$ cat config.mk
export PLATFORM = sky130hd
export DESIGN_NAME = ecn_fraction_alpha_estimator_unit_flat
export DESIGN_NICKNAME = d
export VERILOG_FILES = /design/src/hdl/efa_pkg.sv /design/src/hdl/efa_ifs.sv /design/src/hdl/efa_divider.sv /design/src/hdl/ecn_fraction_alpha_estimator_unit.sv /design/src/flat_wrapper.sv
export SDC_FILE = /design/constraint.sdc
export NUM_CORES = 1
export LEC_CHECK = 0
export BUFFER_PORTS_ARGS = -buffer_cell sky130_fd_sc_hd__buf_2
export CELL_PAD_IN_SITES_DETAIL_PLACEMENT = 1
export CELL_PAD_IN_SITES_GLOBAL_PLACEMENT = 1
export CORE_ASPECT_RATIO = 0.5
export CORE_MARGIN = 4
export CORE_UTILIZATION = 49
export CTS_CLUSTER_DIAMETER = 40
export DETAILED_ROUTE_END_ITERATION = 16
export HOLD_SLACK_MARGIN = 0.05
export PLACE_DENSITY = 0.81
export SLEW_MARGIN = 10
export SYNTH_ARGS = -nofsm -noshare
export SYNTH_HDL_FRONTEND = slang
export SYNTH_SLANG_ARGS = --single-unit
$ cat constraint.sdc
create_clock -name clk -period 12.03 [get_ports clk]
set_clock_uncertainty 0.1 [all_clocks]
set_input_delay 0.6015 -clock clk [delete_from_list [all_inputs] [get_ports clk]]
set_output_delay 0.6015 -clock clk [all_outputs]
set_load 0.02 [all_outputs]
$ cat src/hdl/efa_pkg.sv
// ----------------------------------------------------------------------------
// efa_pkg
// Types and constants shared by the ECN-fraction alpha estimator.
// ----------------------------------------------------------------------------
package efa_pkg;

  localparam int unsigned SEQ_W   = 32;
  localparam int unsigned ALPHA_W = 11;
  localparam int unsigned GAIN_W  = 4;
  localparam int unsigned MSS_W   = 16;
  localparam int unsigned CFG_W   = 11;
  localparam int unsigned SHIFT_W = 5;

  localparam logic [ALPHA_W-1:0] ALPHA_FULL = 11'd1024;
  localparam logic [SHIFT_W-1:0] FRAC_BITS  = 5'd10;

  typedef enum logic [1:0] {
    KIND_START = 2'd0,
    KIND_ACK   = 2'd1,
    KIND_LOSS  = 2'd2,
    KIND_NONE  = 2'd3
  } kind_t;

  typedef enum logic [1:0] {
    REG_GAIN_SHIFT    = 2'd0,
    REG_INITIAL_ALPHA = 2'd1,
    REG_FORCE_MAX     = 2'd2,
    REG_UNUSED        = 2'd3
  } reg_index_t;

  typedef enum logic [2:0] {
    ST_IDLE,
    ST_COUNT,
    ST_ACCUM,
    ST_PREP,
    ST_DIV,
    ST_ALPHA,
    ST_DONE
  } state_t;

  typedef struct packed {
    logic             start;
    logic [SEQ_W-1:0] dividend;
    logic [SEQ_W-1:0] divisor;
  } div_ctrl_t;

  typedef struct packed {
    logic             done;
    logic [SEQ_W-1:0] quotient;
  } div_stat_t;

endpackage

$ cat src/hdl/efa_ifs.sv
// ----------------------------------------------------------------------------
// efa_ifs
// Request, result and configuration channels of the alpha estimator.
// ----------------------------------------------------------------------------
interface efa_req_if;
  logic        valid;
  logic        ready;
  logic [1:0]  kind;
  logic [31:0] acked_seq;
  logic [31:0] next_send_seq;
  logic [15:0] recv_mss;
  logic        ece_flag;
  logic        window_update_flag;

  modport source (output valid, kind, acked_seq, next_send_seq, recv_mss,
                  ece_flag, window_update_flag, input ready);
  modport sink (input valid, kind, acked_seq, next_send_seq, recv_mss,
                ece_flag, window_update_flag, output ready);
endinterface

interface efa_res_if;
  logic        valid;
  logic        ready;
  logic [10:0] alpha;
  logic        window_closed;

  modport source (output valid, alpha, window_closed, input ready);
  modport sink (input valid, alpha, window_closed, output ready);
endinterface

interface efa_cfg_if;
  logic        valid;
  logic        ready;
  logic [1:0]  index;
  logic [10:0] data;

  modport source (output valid, index, data, input ready);
  modport sink (input valid, index, data, output ready);
endinterface

$ cat src/hdl/efa_divider.sv
// ----------------------------------------------------------------------------
// efa_divider
// Radix-2 restoring divider: the dividend shifts in one bit per cycle and
// one quotient bit shifts out per cycle.
// ----------------------------------------------------------------------------
module efa_divider (
  input  logic              clk,
  input  logic              rst,
  input  efa_pkg::div_ctrl_t ctrl,
  output efa_pkg::div_stat_t stat
);
  import efa_pkg::*;

  logic [SEQ_W-1:0] rem;
  logic [SEQ_W-1:0] quo;
  logic [SEQ_W-1:0] dsr;
  logic [4:0]       cnt;
  logic             busy;
  logic             done;
  logic [SEQ_W:0]   shifted;
  logic [SEQ_W:0]   trial;

  assign shifted = {rem, quo[SEQ_W-1]};
  assign trial   = shifted - {1'b0, dsr};

  always_ff @(posedge clk) begin
    if (rst) begin
      busy <= 1'b0;
      done <= 1'b0;
      cnt  <= '0;
    end else begin
      done <= 1'b0;
      if (ctrl.start) begin
        busy <= 1'b1;
        cnt  <= 5'd31;
      end else if (busy) begin
        cnt <= cnt - 5'd1;
        if (cnt == 5'd0) begin
          busy <= 1'b0;
          done <= 1'b1;
        end
      end
    end
  end

  always_ff @(posedge clk) begin
    if (ctrl.start) begin
      rem <= '0;
      quo <= ctrl.dividend;
      dsr <= ctrl.divisor;
    end else if (busy) begin
      if (!trial[SEQ_W]) begin
        rem <= trial[SEQ_W-1:0];
        quo <= {quo[SEQ_W-2:0], 1'b1};
      end else begin
        rem <= shifted[SEQ_W-1:0];
        quo <= {quo[SEQ_W-2:0], 1'b0};
      end
    end
  end

  assign stat.done     = done;
  assign stat.quotient = quo;

endmodule

$ cat src/hdl/ecn_fraction_alpha_estimator_unit.sv
// ----------------------------------------------------------------------------
// ecn_fraction_alpha_estimator_unit
// Per-connection DCTCP alpha estimator with a bit-serial window divider.
// ----------------------------------------------------------------------------
// One request is in work at a time. A start, loss or unused request passes
// through the count state to the done state, an ack that leaves the window
// open through the count and accumulate states, and an ack that closes the
// window also through the prep, divide and alpha states, where the radix-2
// divider forms marked/total one quotient bit per cycle. The next request is
// taken in the cycle after the result is registered; the result register
// holds while the sink stalls. Configuration writes are taken in every cycle.
module ecn_fraction_alpha_estimator_unit (
  input logic clk,
  input logic rst,
  efa_req_if.sink   request,
  efa_res_if.source result,
  efa_cfg_if.sink   cfg
);
  import efa_pkg::*;

  logic [GAIN_W-1:0]  gain_shift;
  logic [ALPHA_W-1:0] initial_alpha;
  logic               force_max_on_loss;

  logic [ALPHA_W-1:0] alpha_value;
  logic [SEQ_W-1:0]   marked_bytes;
  logic [SEQ_W-1:0]   total_bytes;
  logic [SEQ_W-1:0]   last_acked_seq;
  logic [SEQ_W-1:0]   window_end_seq;

  kind_t              item_kind;
  logic [SEQ_W-1:0]   item_acked;
  logic [SEQ_W-1:0]   item_next;
  logic [MSS_W-1:0]   item_mss;
  logic               item_ece;
  logic               item_wupd;

  logic [SEQ_W-1:0]   count;
  logic               win_end;
  logic               closed;
  logic [ALPHA_W-1:0] alpha_dec;
  logic [SEQ_W-1:0]   dividend;
  logic [SEQ_W-1:0]   divisor;

  logic               res_valid;
  logic [ALPHA_W-1:0] res_alpha;
  logic               res_closed;

  state_t             state;
  state_t             state_next;

  logic               accept;
  logic               load_out;
  logic [SEQ_W-1:0]   count_raw;
  logic [SEQ_W-1:0]   end_diff;
  logic [SHIFT_W-1:0] up;
  logic [SEQ_W-1:0]   alpha_sum;

  div_ctrl_t          div_ctrl;
  div_stat_t          div_stat;

  efa_divider u_div (
    .clk  (clk),
    .rst  (rst),
    .ctrl (div_ctrl),
    .stat (div_stat)
  );

  assign cfg.ready = 1'b1;

  always_ff @(posedge clk) begin
    if (rst) begin
      gain_shift        <= 4'd4;
      initial_alpha     <= ALPHA_FULL;
      force_max_on_loss <= 1'b0;
    end else if (cfg.valid) begin
      case (reg_index_t'(cfg.index))
        REG_GAIN_SHIFT:    gain_shift        <= cfg.data[GAIN_W-1:0];
        REG_INITIAL_ALPHA: initial_alpha     <= cfg.data;
        REG_FORCE_MAX:     force_max_on_loss <= cfg.data[0];
        default: ;
      endcase
    end
  end

  assign count_raw = item_acked - last_acked_seq;
  assign end_diff  = item_acked - window_end_seq;
  assign up        = FRAC_BITS - {1'b0, gain_shift};
  assign alpha_sum = {{(SEQ_W-ALPHA_W){1'b0}}, alpha_dec} + div_stat.quotient;
  assign dividend  = marked_bytes << up;
  assign divisor   = (total_bytes == '0) ? {{(SEQ_W-1){1'b0}}, 1'b1} : total_bytes;

  always_comb begin
    state_next = state;
    case (state)
      ST_IDLE:  if (request.valid) state_next = ST_COUNT;
      ST_COUNT: state_next = (item_kind == KIND_ACK) ? ST_ACCUM : ST_DONE;
      ST_ACCUM: state_next = win_end ? ST_PREP : ST_DONE;
      ST_PREP:  state_next = ST_DIV;
      ST_DIV:   if (div_stat.done) state_next = ST_ALPHA;
      ST_ALPHA: state_next = ST_DONE;
      ST_DONE:  if (!res_valid || result.ready) state_next = ST_IDLE;
      default:  state_next = ST_IDLE;
    endcase
  end

  always_comb begin
    request.ready     = (state == ST_IDLE);
    load_out          = (state == ST_DONE) && (!res_valid || result.ready);
    div_ctrl.start    = (state == ST_PREP);
    div_ctrl.dividend = dividend;
    div_ctrl.divisor  = divisor;
  end

  assign accept = request.valid && request.ready;

  always_ff @(posedge clk) begin
    if (rst) begin
      state          <= ST_IDLE;
      res_valid      <= 1'b0;
      alpha_value    <= ALPHA_FULL;
      marked_bytes   <= '0;
      total_bytes    <= '0;
      last_acked_seq <= '0;
      window_end_seq <= '0;
    end else begin
      state <= state_next;
      if (load_out) begin
        res_valid <= 1'b1;
      end else if (result.ready) begin
        res_valid <= 1'b0;
      end
      case (state)
        ST_COUNT: begin
          if (item_kind == KIND_START) begin
            alpha_value    <= (initial_alpha > ALPHA_FULL) ? ALPHA_FULL : initial_alpha;
            last_acked_seq <= item_acked;
            window_end_seq <= item_next;
            marked_bytes   <= '0;
            total_bytes    <= '0;
          end else if (item_kind == KIND_LOSS && force_max_on_loss) begin
            alpha_value <= ALPHA_FULL;
          end
        end
        ST_ACCUM: begin
          if (count != '0) begin
            total_bytes    <= total_bytes + count;
            last_acked_seq <= item_acked;
            if (item_ece) begin
              marked_bytes <= marked_bytes + count;
            end
          end
        end
        ST_ALPHA: begin
          alpha_value    <= (alpha_sum > {{(SEQ_W-ALPHA_W){1'b0}}, ALPHA_FULL}) ?
                            ALPHA_FULL : alpha_sum[ALPHA_W-1:0];
          window_end_seq <= item_next;
          marked_bytes   <= '0;
          total_bytes    <= '0;
        end
        default: ;
      endcase
    end
  end

  always_ff @(posedge clk) begin
    if (accept) begin
      item_kind  <= kind_t'(request.kind);
      item_acked <= request.acked_seq;
      item_next  <= request.next_send_seq;
      item_mss   <= request.recv_mss;
      item_ece   <= request.ece_flag;
      item_wupd  <= request.window_update_flag;
      closed     <= 1'b0;
    end
    if (state == ST_COUNT) begin
      count   <= (count_raw == '0 && !item_wupd) ?
                 {{(SEQ_W-MSS_W){1'b0}}, item_mss} : count_raw;
      win_end <= !end_diff[SEQ_W-1];
    end
    if (state == ST_PREP) begin
      alpha_dec <= alpha_value - (alpha_value >> gain_shift);
    end
    if (state == ST_ALPHA) begin
      closed <= 1'b1;
    end
    if (load_out) begin
      res_alpha  <= alpha_value;
      res_closed <= closed;
    end
  end

  assign result.valid         = res_valid;
  assign result.alpha         = res_alpha;
  assign result.window_closed = res_closed;

endmodule
$ cat src/flat_wrapper.sv
// flat-port wrapper written by rule: the top's interface ports become plain ports
module ecn_fraction_alpha_estimator_unit_flat import efa_pkg::*;
  (clk, rst, request_valid, request_kind, request_acked_seq, request_next_send_seq, request_recv_mss, request_ece_flag, request_window_update_flag, request_ready, result_valid, result_alpha, result_window_closed, result_ready, cfg_valid, cfg_index, cfg_data, cfg_ready);
  efa_req_if request_i ();
  efa_res_if result_i ();
  efa_cfg_if cfg_i ();
  input logic clk;
  input logic rst;
  input wire logic [$bits(request_i.valid)-1:0] request_valid;
  input wire logic [$bits(request_i.kind)-1:0] request_kind;
  input wire logic [$bits(request_i.acked_seq)-1:0] request_acked_seq;
  input wire logic [$bits(request_i.next_send_seq)-1:0] request_next_send_seq;
  input wire logic [$bits(request_i.recv_mss)-1:0] request_recv_mss;
  input wire logic [$bits(request_i.ece_flag)-1:0] request_ece_flag;
  input wire logic [$bits(request_i.window_update_flag)-1:0] request_window_update_flag;
  output wire logic [$bits(request_i.ready)-1:0] request_ready;
  output wire logic [$bits(result_i.valid)-1:0] result_valid;
  output wire logic [$bits(result_i.alpha)-1:0] result_alpha;
  output wire logic [$bits(result_i.window_closed)-1:0] result_window_closed;
  input wire logic [$bits(result_i.ready)-1:0] result_ready;
  input wire logic [$bits(cfg_i.valid)-1:0] cfg_valid;
  input wire logic [$bits(cfg_i.index)-1:0] cfg_index;
  input wire logic [$bits(cfg_i.data)-1:0] cfg_data;
  output wire logic [$bits(cfg_i.ready)-1:0] cfg_ready;
  assign request_i.valid = request_valid;
  assign request_i.kind = request_kind;
  assign request_i.acked_seq = request_acked_seq;
  assign request_i.next_send_seq = request_next_send_seq;
  assign request_i.recv_mss = request_recv_mss;
  assign request_i.ece_flag = request_ece_flag;
  assign request_i.window_update_flag = request_window_update_flag;
  assign request_ready = request_i.ready;
  assign result_valid = result_i.valid;
  assign result_alpha = result_i.alpha;
  assign result_window_closed = result_i.window_closed;
  assign result_i.ready = result_ready;
  assign cfg_i.valid = cfg_valid;
  assign cfg_i.index = cfg_index;
  assign cfg_i.data = cfg_data;
  assign cfg_ready = cfg_i.ready;
  ecn_fraction_alpha_estimator_unit u_core (.clk(clk), .rst(rst), .request(request_i), .result(result_i), .cfg(cfg_i));
endmodule
Word-level counts from Yosys, hierarchy flattened
Cells that the tools add are included.

storage, ports and cells
  bits of input ports = 102
  bits in registers = 403
  logic and storage cells = 125
  output and inout port bits = 15

operators by class
  muxes and demuxes = 35
  shifts and indexed selects = 2
  order comparisons = 2
  eq/ne operators = 17
  reduce and logical (&&, ||, !) cells = 30
  bitwise gates (word level) = 1
  add/subtract/negate cells = 9

operators with widths
  operator                                                                 number
  32-bit 2-to-1 mux                                                        10
  32-bit case mux with 3 select lines                                      2
  32-bit case mux with 2 select lines                                      2
  32-bit adder                                                             2
  32-bit zero test                                                         2
  32-bit subtractor                                                        2
  11-bit 2-to-1 mux                                                        4
  33-bit by 32-bit subtractor with 33-bit output                           1
  11-bit by 32-bit adder with 32-bit output                                1
  32-bit by 11-bit > comparator with 1-bit output, second input constant   1
  32-bit nonzero test                                                      1
  32-bit by 5-bit left shift with 32-bit output                            1
  11-bit case mux with 2 select lines                                      1
  3-bit case mux with 7 select lines                                       1
  16-bit 2-to-1 mux                                                        1
  3-bit 2-to-1 mux                                                         5
  11-bit > comparator, second input constant                               1
  11-bit by 4-bit >> shifter with 11-bit output                            1
  11-bit subtractor                                                        1
  5-bit 2-to-1 mux                                                         2
  2-bit AND reduction                                                      5
  3-bit == test, second input constant                                     3
  3-bit AND reduction                                                      3
  2-bit by 1-bit inequality test with 1-bit output, second input constant  4
  other kinds (20)                                                         39

Logic depth before layout (Yosys ltp)
  depth after elaboration = 5
  mapped depth = 20
  depth with buffers taken out = 18

Cells and area by module
Synthesis repeated with hierarchy kept, for this count alone.

unflattened totals
  cell total of the unflattened synthesis = 2,808
  area, all modules = 25,507.0 um^2

by module, submodules not included
  module                             times used  area each (um^2)  sequential area each (um^2)  cells each
  ecn_fraction_alpha_estimator_unit  1           19,603.8          7,407.1                      2,232
  efa_divider                        1           5,903.2           2,702.6                      576

Worst setup path before layout
Ideal clock, no wire load.

  path kind = register to register
  start = reg u_core.item_acked[16]
  end = reg u_core.count[4] (data pin)
  arrival time = 3,590 ps
  clock period less this slack = 3,833 ps
  library setup time = 142 ps
  path buffers = 2
  cell stages (with the launch flop) = 14
  setup slack = 8,197 ps
  data required time = 11,788 ps
  path through = edfxtp_1 > ha_1 > a21o_1 > a211oi_1 > a21oi_1 > a21bo_2 > a21oi_4 > or3_1 > a211o_1 > or4_1 > or4b_1 > buf_2 > buf_6 > o2bb2ai_4

on the way
  word-level cells in the longest chain between the ends = 4

ends and longest elaborated chain
  element                 RTL line                                  RTL
  start, declared         ecn_fraction_alpha_estimator_unit.sv:32   logic [SEQ_W-1:0] item_acked;
  start signal, assigned  ecn_fraction_alpha_estimator_unit.sv:169  item_acked <= request.acked_seq;
  32-bit subtractor       ecn_fraction_alpha_estimator_unit.sv:86   assign count_raw = item_acked - last_acked_seq;
  32-bit zero test        ecn_fraction_alpha_estimator_unit.sv:177  count <= (count_raw == '0 && !item_wupd) ?
  1-bit logical AND       ecn_fraction_alpha_estimator_unit.sv:177
  16-bit 2-to-1 mux       ecn_fraction_alpha_estimator_unit.sv:177
  end signal, assigned    ecn_fraction_alpha_estimator_unit.sv:177
  end, declared           ecn_fraction_alpha_estimator_unit.sv:38   logic [SEQ_W-1:0] count;

Every way passes these cells.
A chain may end at the register's enable or synchronous reset.

Final worst setup path
  start = reg u_core.item_acked[0]
  end = reg u_core.count[2] (data pin)

on the way
  word-level cells in the longest chain between the ends = 4

ends and longest elaborated chain
  element              RTL line
  32-bit subtractor *  ecn_fraction_alpha_estimator_unit.sv:86
  32-bit zero test     ecn_fraction_alpha_estimator_unit.sv:177
  1-bit logical AND    ecn_fraction_alpha_estimator_unit.sv:177
  16-bit 2-to-1 mux *  ecn_fraction_alpha_estimator_unit.sv:177

Mark *: on every way between the ends. The rest lies on a longest branch, timed or not.

==> impl_metrics.toml <==
[outcome]
status = "finished clean"

[timing]
max_freq_mhz = 210
tns_ns = 0
finalWorstSetupSlack_ns = 7.26
slew_violations = 0
hold_viol_final = 0
worst_pin_slew_ns = 1.21
period_share_pct = 39.7
fin_crit_ns = 4.77
maxSlewHeadroom_pct = 19.0
grt_setup_unrepaired = "false"
setup_viol = 0

[place]
place_hpwl_mm = 53.9
place.gp.congestion = 0.878
port_buffers = 115
place_ws_ns = 7.39
dpl.cell_count = 3463

[cts]
cts_setup_buffers = 0
clk_path_buf_depth = 3
tritoncts = "yes"
worstSkewPairLatency_ns = 0.58
cts.sinks = 403
cts_root_buf = "clkbuf_16"
path_clk_slew_ns = 0.07
ctsResizeCount = 0
cts_made_buffers = 45
h-tree-depth = 2
holdBufCountCts = 0

[setup_path]
rrSetupSlack_ns = 7.26
timing.critical_path.max_delay_family = "compound AO/OA/AOI/OAI gates"
path_cells = "inv_1 > ha_1 > fa_1 > nor2b_1 > o31ai_4 > a21oi_1 > o211ai_1 > a21oi_1 > a311oi_1 > a2111oi_0 > nor4bb_1 > or4b_1 > o21ai_0"
crit_arrival_ns = 5.06
timing.setup.critical_path_class = "flip-flop to flip-flop"
crit_path_frequent_cell = "a21oi_1"
crit_slowest_cell = "or4b_1"
cp_slowest_stage_delay_ns = 0.83
crit_required_ns = 12.32
r2r_end = "u_core.count[2]"
ff2ff_path_depth = 13
reg2reg_from = "u_core.item_acked[0]"
critical_path.max_fanout = 16
startpoint_type = "flip-flop"
path_buf_inv = 1
cp-end-kind = "flip-flop"

[layout]
fillers = 5886
syn_to_final_growth_pct = 10.6
drive_above_1_share_pct = 9.98
antenna_cells = 0
final_common_cell = "nand2_1"
final_cell_mix = "nand2_1 (323), a21oi_1 (268), edfxtp_1 (204), dfxtp_1 (199), inv_1 (184)"
nets = 3107
final_cells = 3547

[route]
vias = 21500
drt-pass1-iter-count = 5
wl_per_cell_microns = 21.0
routed_via_density = 6.05
ant_nets = 0
finalWirelength_mm = 74.3
drcViolationCount = 0
drtIter0Drc = 1518

[logic_synthesis]
ys_types = 84
syn_area_per_cell_sq_um = 9.02
synthCells = 2787
yosys-top-cells-area = "edfxtp_1 (24%), dfxtp_1 (16%), ha_1 (8.9%), a21oi_1 (5.4%), nand2_1 (4.8%)"
synth_ff_type = "edfxtp_1"
synth_area_sq_um = 25100
async_flop_share_pct = 0
syn_nets = 3074
yosysTopAreaCell = "edfxtp_1"
synth_warnings = 0
synth_seq_cells = 403
yosysSeqAreaShare_pct = 40.2
synth-edff-count = 204
synth.top_cell.area_share_pct = 24.4

[power_and_ir_drop]
power_density_nw_per_um2 = 168
p_leak_nw = 11.1
ir_worst_vdd_v = 0.000115

[job]
drv_cap = 0

[die]
core-area_sq_um = 50500
start_util_pct = 49.8
ios = 117
row_count = 58
fp.dieW_microns = 328
die-area_sq_um = 55200
die_y_microns = 168

[global_routing]
antenna_found_initial = 6
grt_usage_pct = 26.4
grt_max_degree = 94
grt_pass1_vias = 21800
grt-ovfl-total = 0
grt_pass1_wl_mm = 119

[min_path]
whs_path_depth = 1
min_path_type = "input pin to flip-flop"
hold_start = "request_acked_seq[3]"
worstHoldEndpoint = "u_core.item_acked[3]"
-- cell families after synthesis --
| kind of cell | share of synthesized area [%] |
|---|---|
| adders and majority gates | 9.39 |
| AOI/OAI and AO/OA | 20.7 |
| DFF | 40.2 |
| and+or+nand+nor | 15.6 |
| muxes | 5.12 |
| buffers and inverters | 5.06 |
| other | 0.0149 |
| xor gates and xnor gates | 3.94 |
-- metal layers --
layer  share of wire [%]  GRT usage [%]  routed length, microns  vias to the layer above
met2                  45           42.6                   33600                      506
met3                 6.6           5.22                    4890                      120
met4                 2.0           5.33                    1460                       10
li1                    -              -                       -                    10200
met1                  46           37.3                   34400                    10600
met5               0.079              0                      59                        -
-- cell usage after synthesis, drive strengths merged, types with 18 or more instances --
cell type,n
nand3,67
o21bai,23
a21o,74
or3,19
nor4,34
nor2,165
nand2b,22
nand2,324
dfxtp,199
a31oi,29
nand4,32
nor2b,29
o21a,27
o21ai,172
nor3,45
and3,27
xnor2,77
xor2,36
o211ai,18
edfxtp,204
mux2i,87
a21oi,270
a211oi,39
inv,184
buf,18
ha,179
clkbuf,131
-- final cells by class --
cell class | count | area [sq um] | share of cell area (%)
clock inverters | 25 | 328 | 1.18
multi-input cells | 2050 | 13800 | 49.7
inverters | 185 | 694 | 2.50
clock buffers | 59 | 1260 | 4.53
repair buffers | 135 | 728 | 2.62
flip-flops and latches | 403 | 10100 | 36.3
well taps | 690 | 863 | 3.10
-- sequential cells by signal (all words and copies together), names as in the netlist, 2 cells and up --
signal / count
u_core.u_div.quo: 32
u_core.item_next: 32
u_core.window_end_seq: 32
u_core.item_acked: 32
u_core.item_mss: 16
u_core.marked_bytes: 32
u_core.total_bytes: 32
u_core.alpha_value: 11
u_core.u_div.rem: 32
u_core.gain_shift: 4
u_core.item_kind: 2
u_core.result.alpha: 11
u_core.initial_alpha: 11
u_core.count: 32
u_core.u_div.cnt: 5
u_core.alpha_dec: 11
u_core.u_div.dsr: 32
u_core.last_acked_seq: 32
u_core.state: 3
-- power by group --
group	leakage [nW]	total [mW]	switching, mW	internal [mW]
clock	0.773	1.49	0.638	0.848
sequential	3.53	1.75	0.143	1.61
combinational	6.82	1.42	0.841	0.582
total	11.1	4.66	1.62	3.04
-- per-stage QoR --
step	utilization (%)	hold slack, ns	power [mW]	cell area, sq um
after floorplan	-	0.308	2.80	25100
after global placement	51.9	0.325	3.11	26200
after detailed placement	51.9	0.338	3.18	26200
after CTS	55.1	0.0658	4.67	27800
after global routing	55.1	0.0624	4.92	27800
final	55.1	0.0904	4.66	27800
-- worst max-delay path by stage --
| stage | startpoint | endpoint | slack [ns] | cells after the start |
|---|---|---|---|---|
| finish | u_core.item_acked[0] | u_core.count[2] | 7.26 | 13 |
| global route | u_core.item_acked[0] | u_core.count[2] | 6.93 | 13 |
| CTS | u_core.item_acked[0] | u_core.count[2] | 7.22 | 13 |
| detailed placement | u_core.item_acked[10] | u_core.count[2] | 7.39 | 11 |
| global placement | u_core.u_div.quo[0] | u_core.alpha_value[10] | 7.63 | 13 |
| floorplan | u_core.item_acked[16] | u_core.count[4] | 8.20 | 13 |
Note: power is estimated with default switching activity, not from simulation.
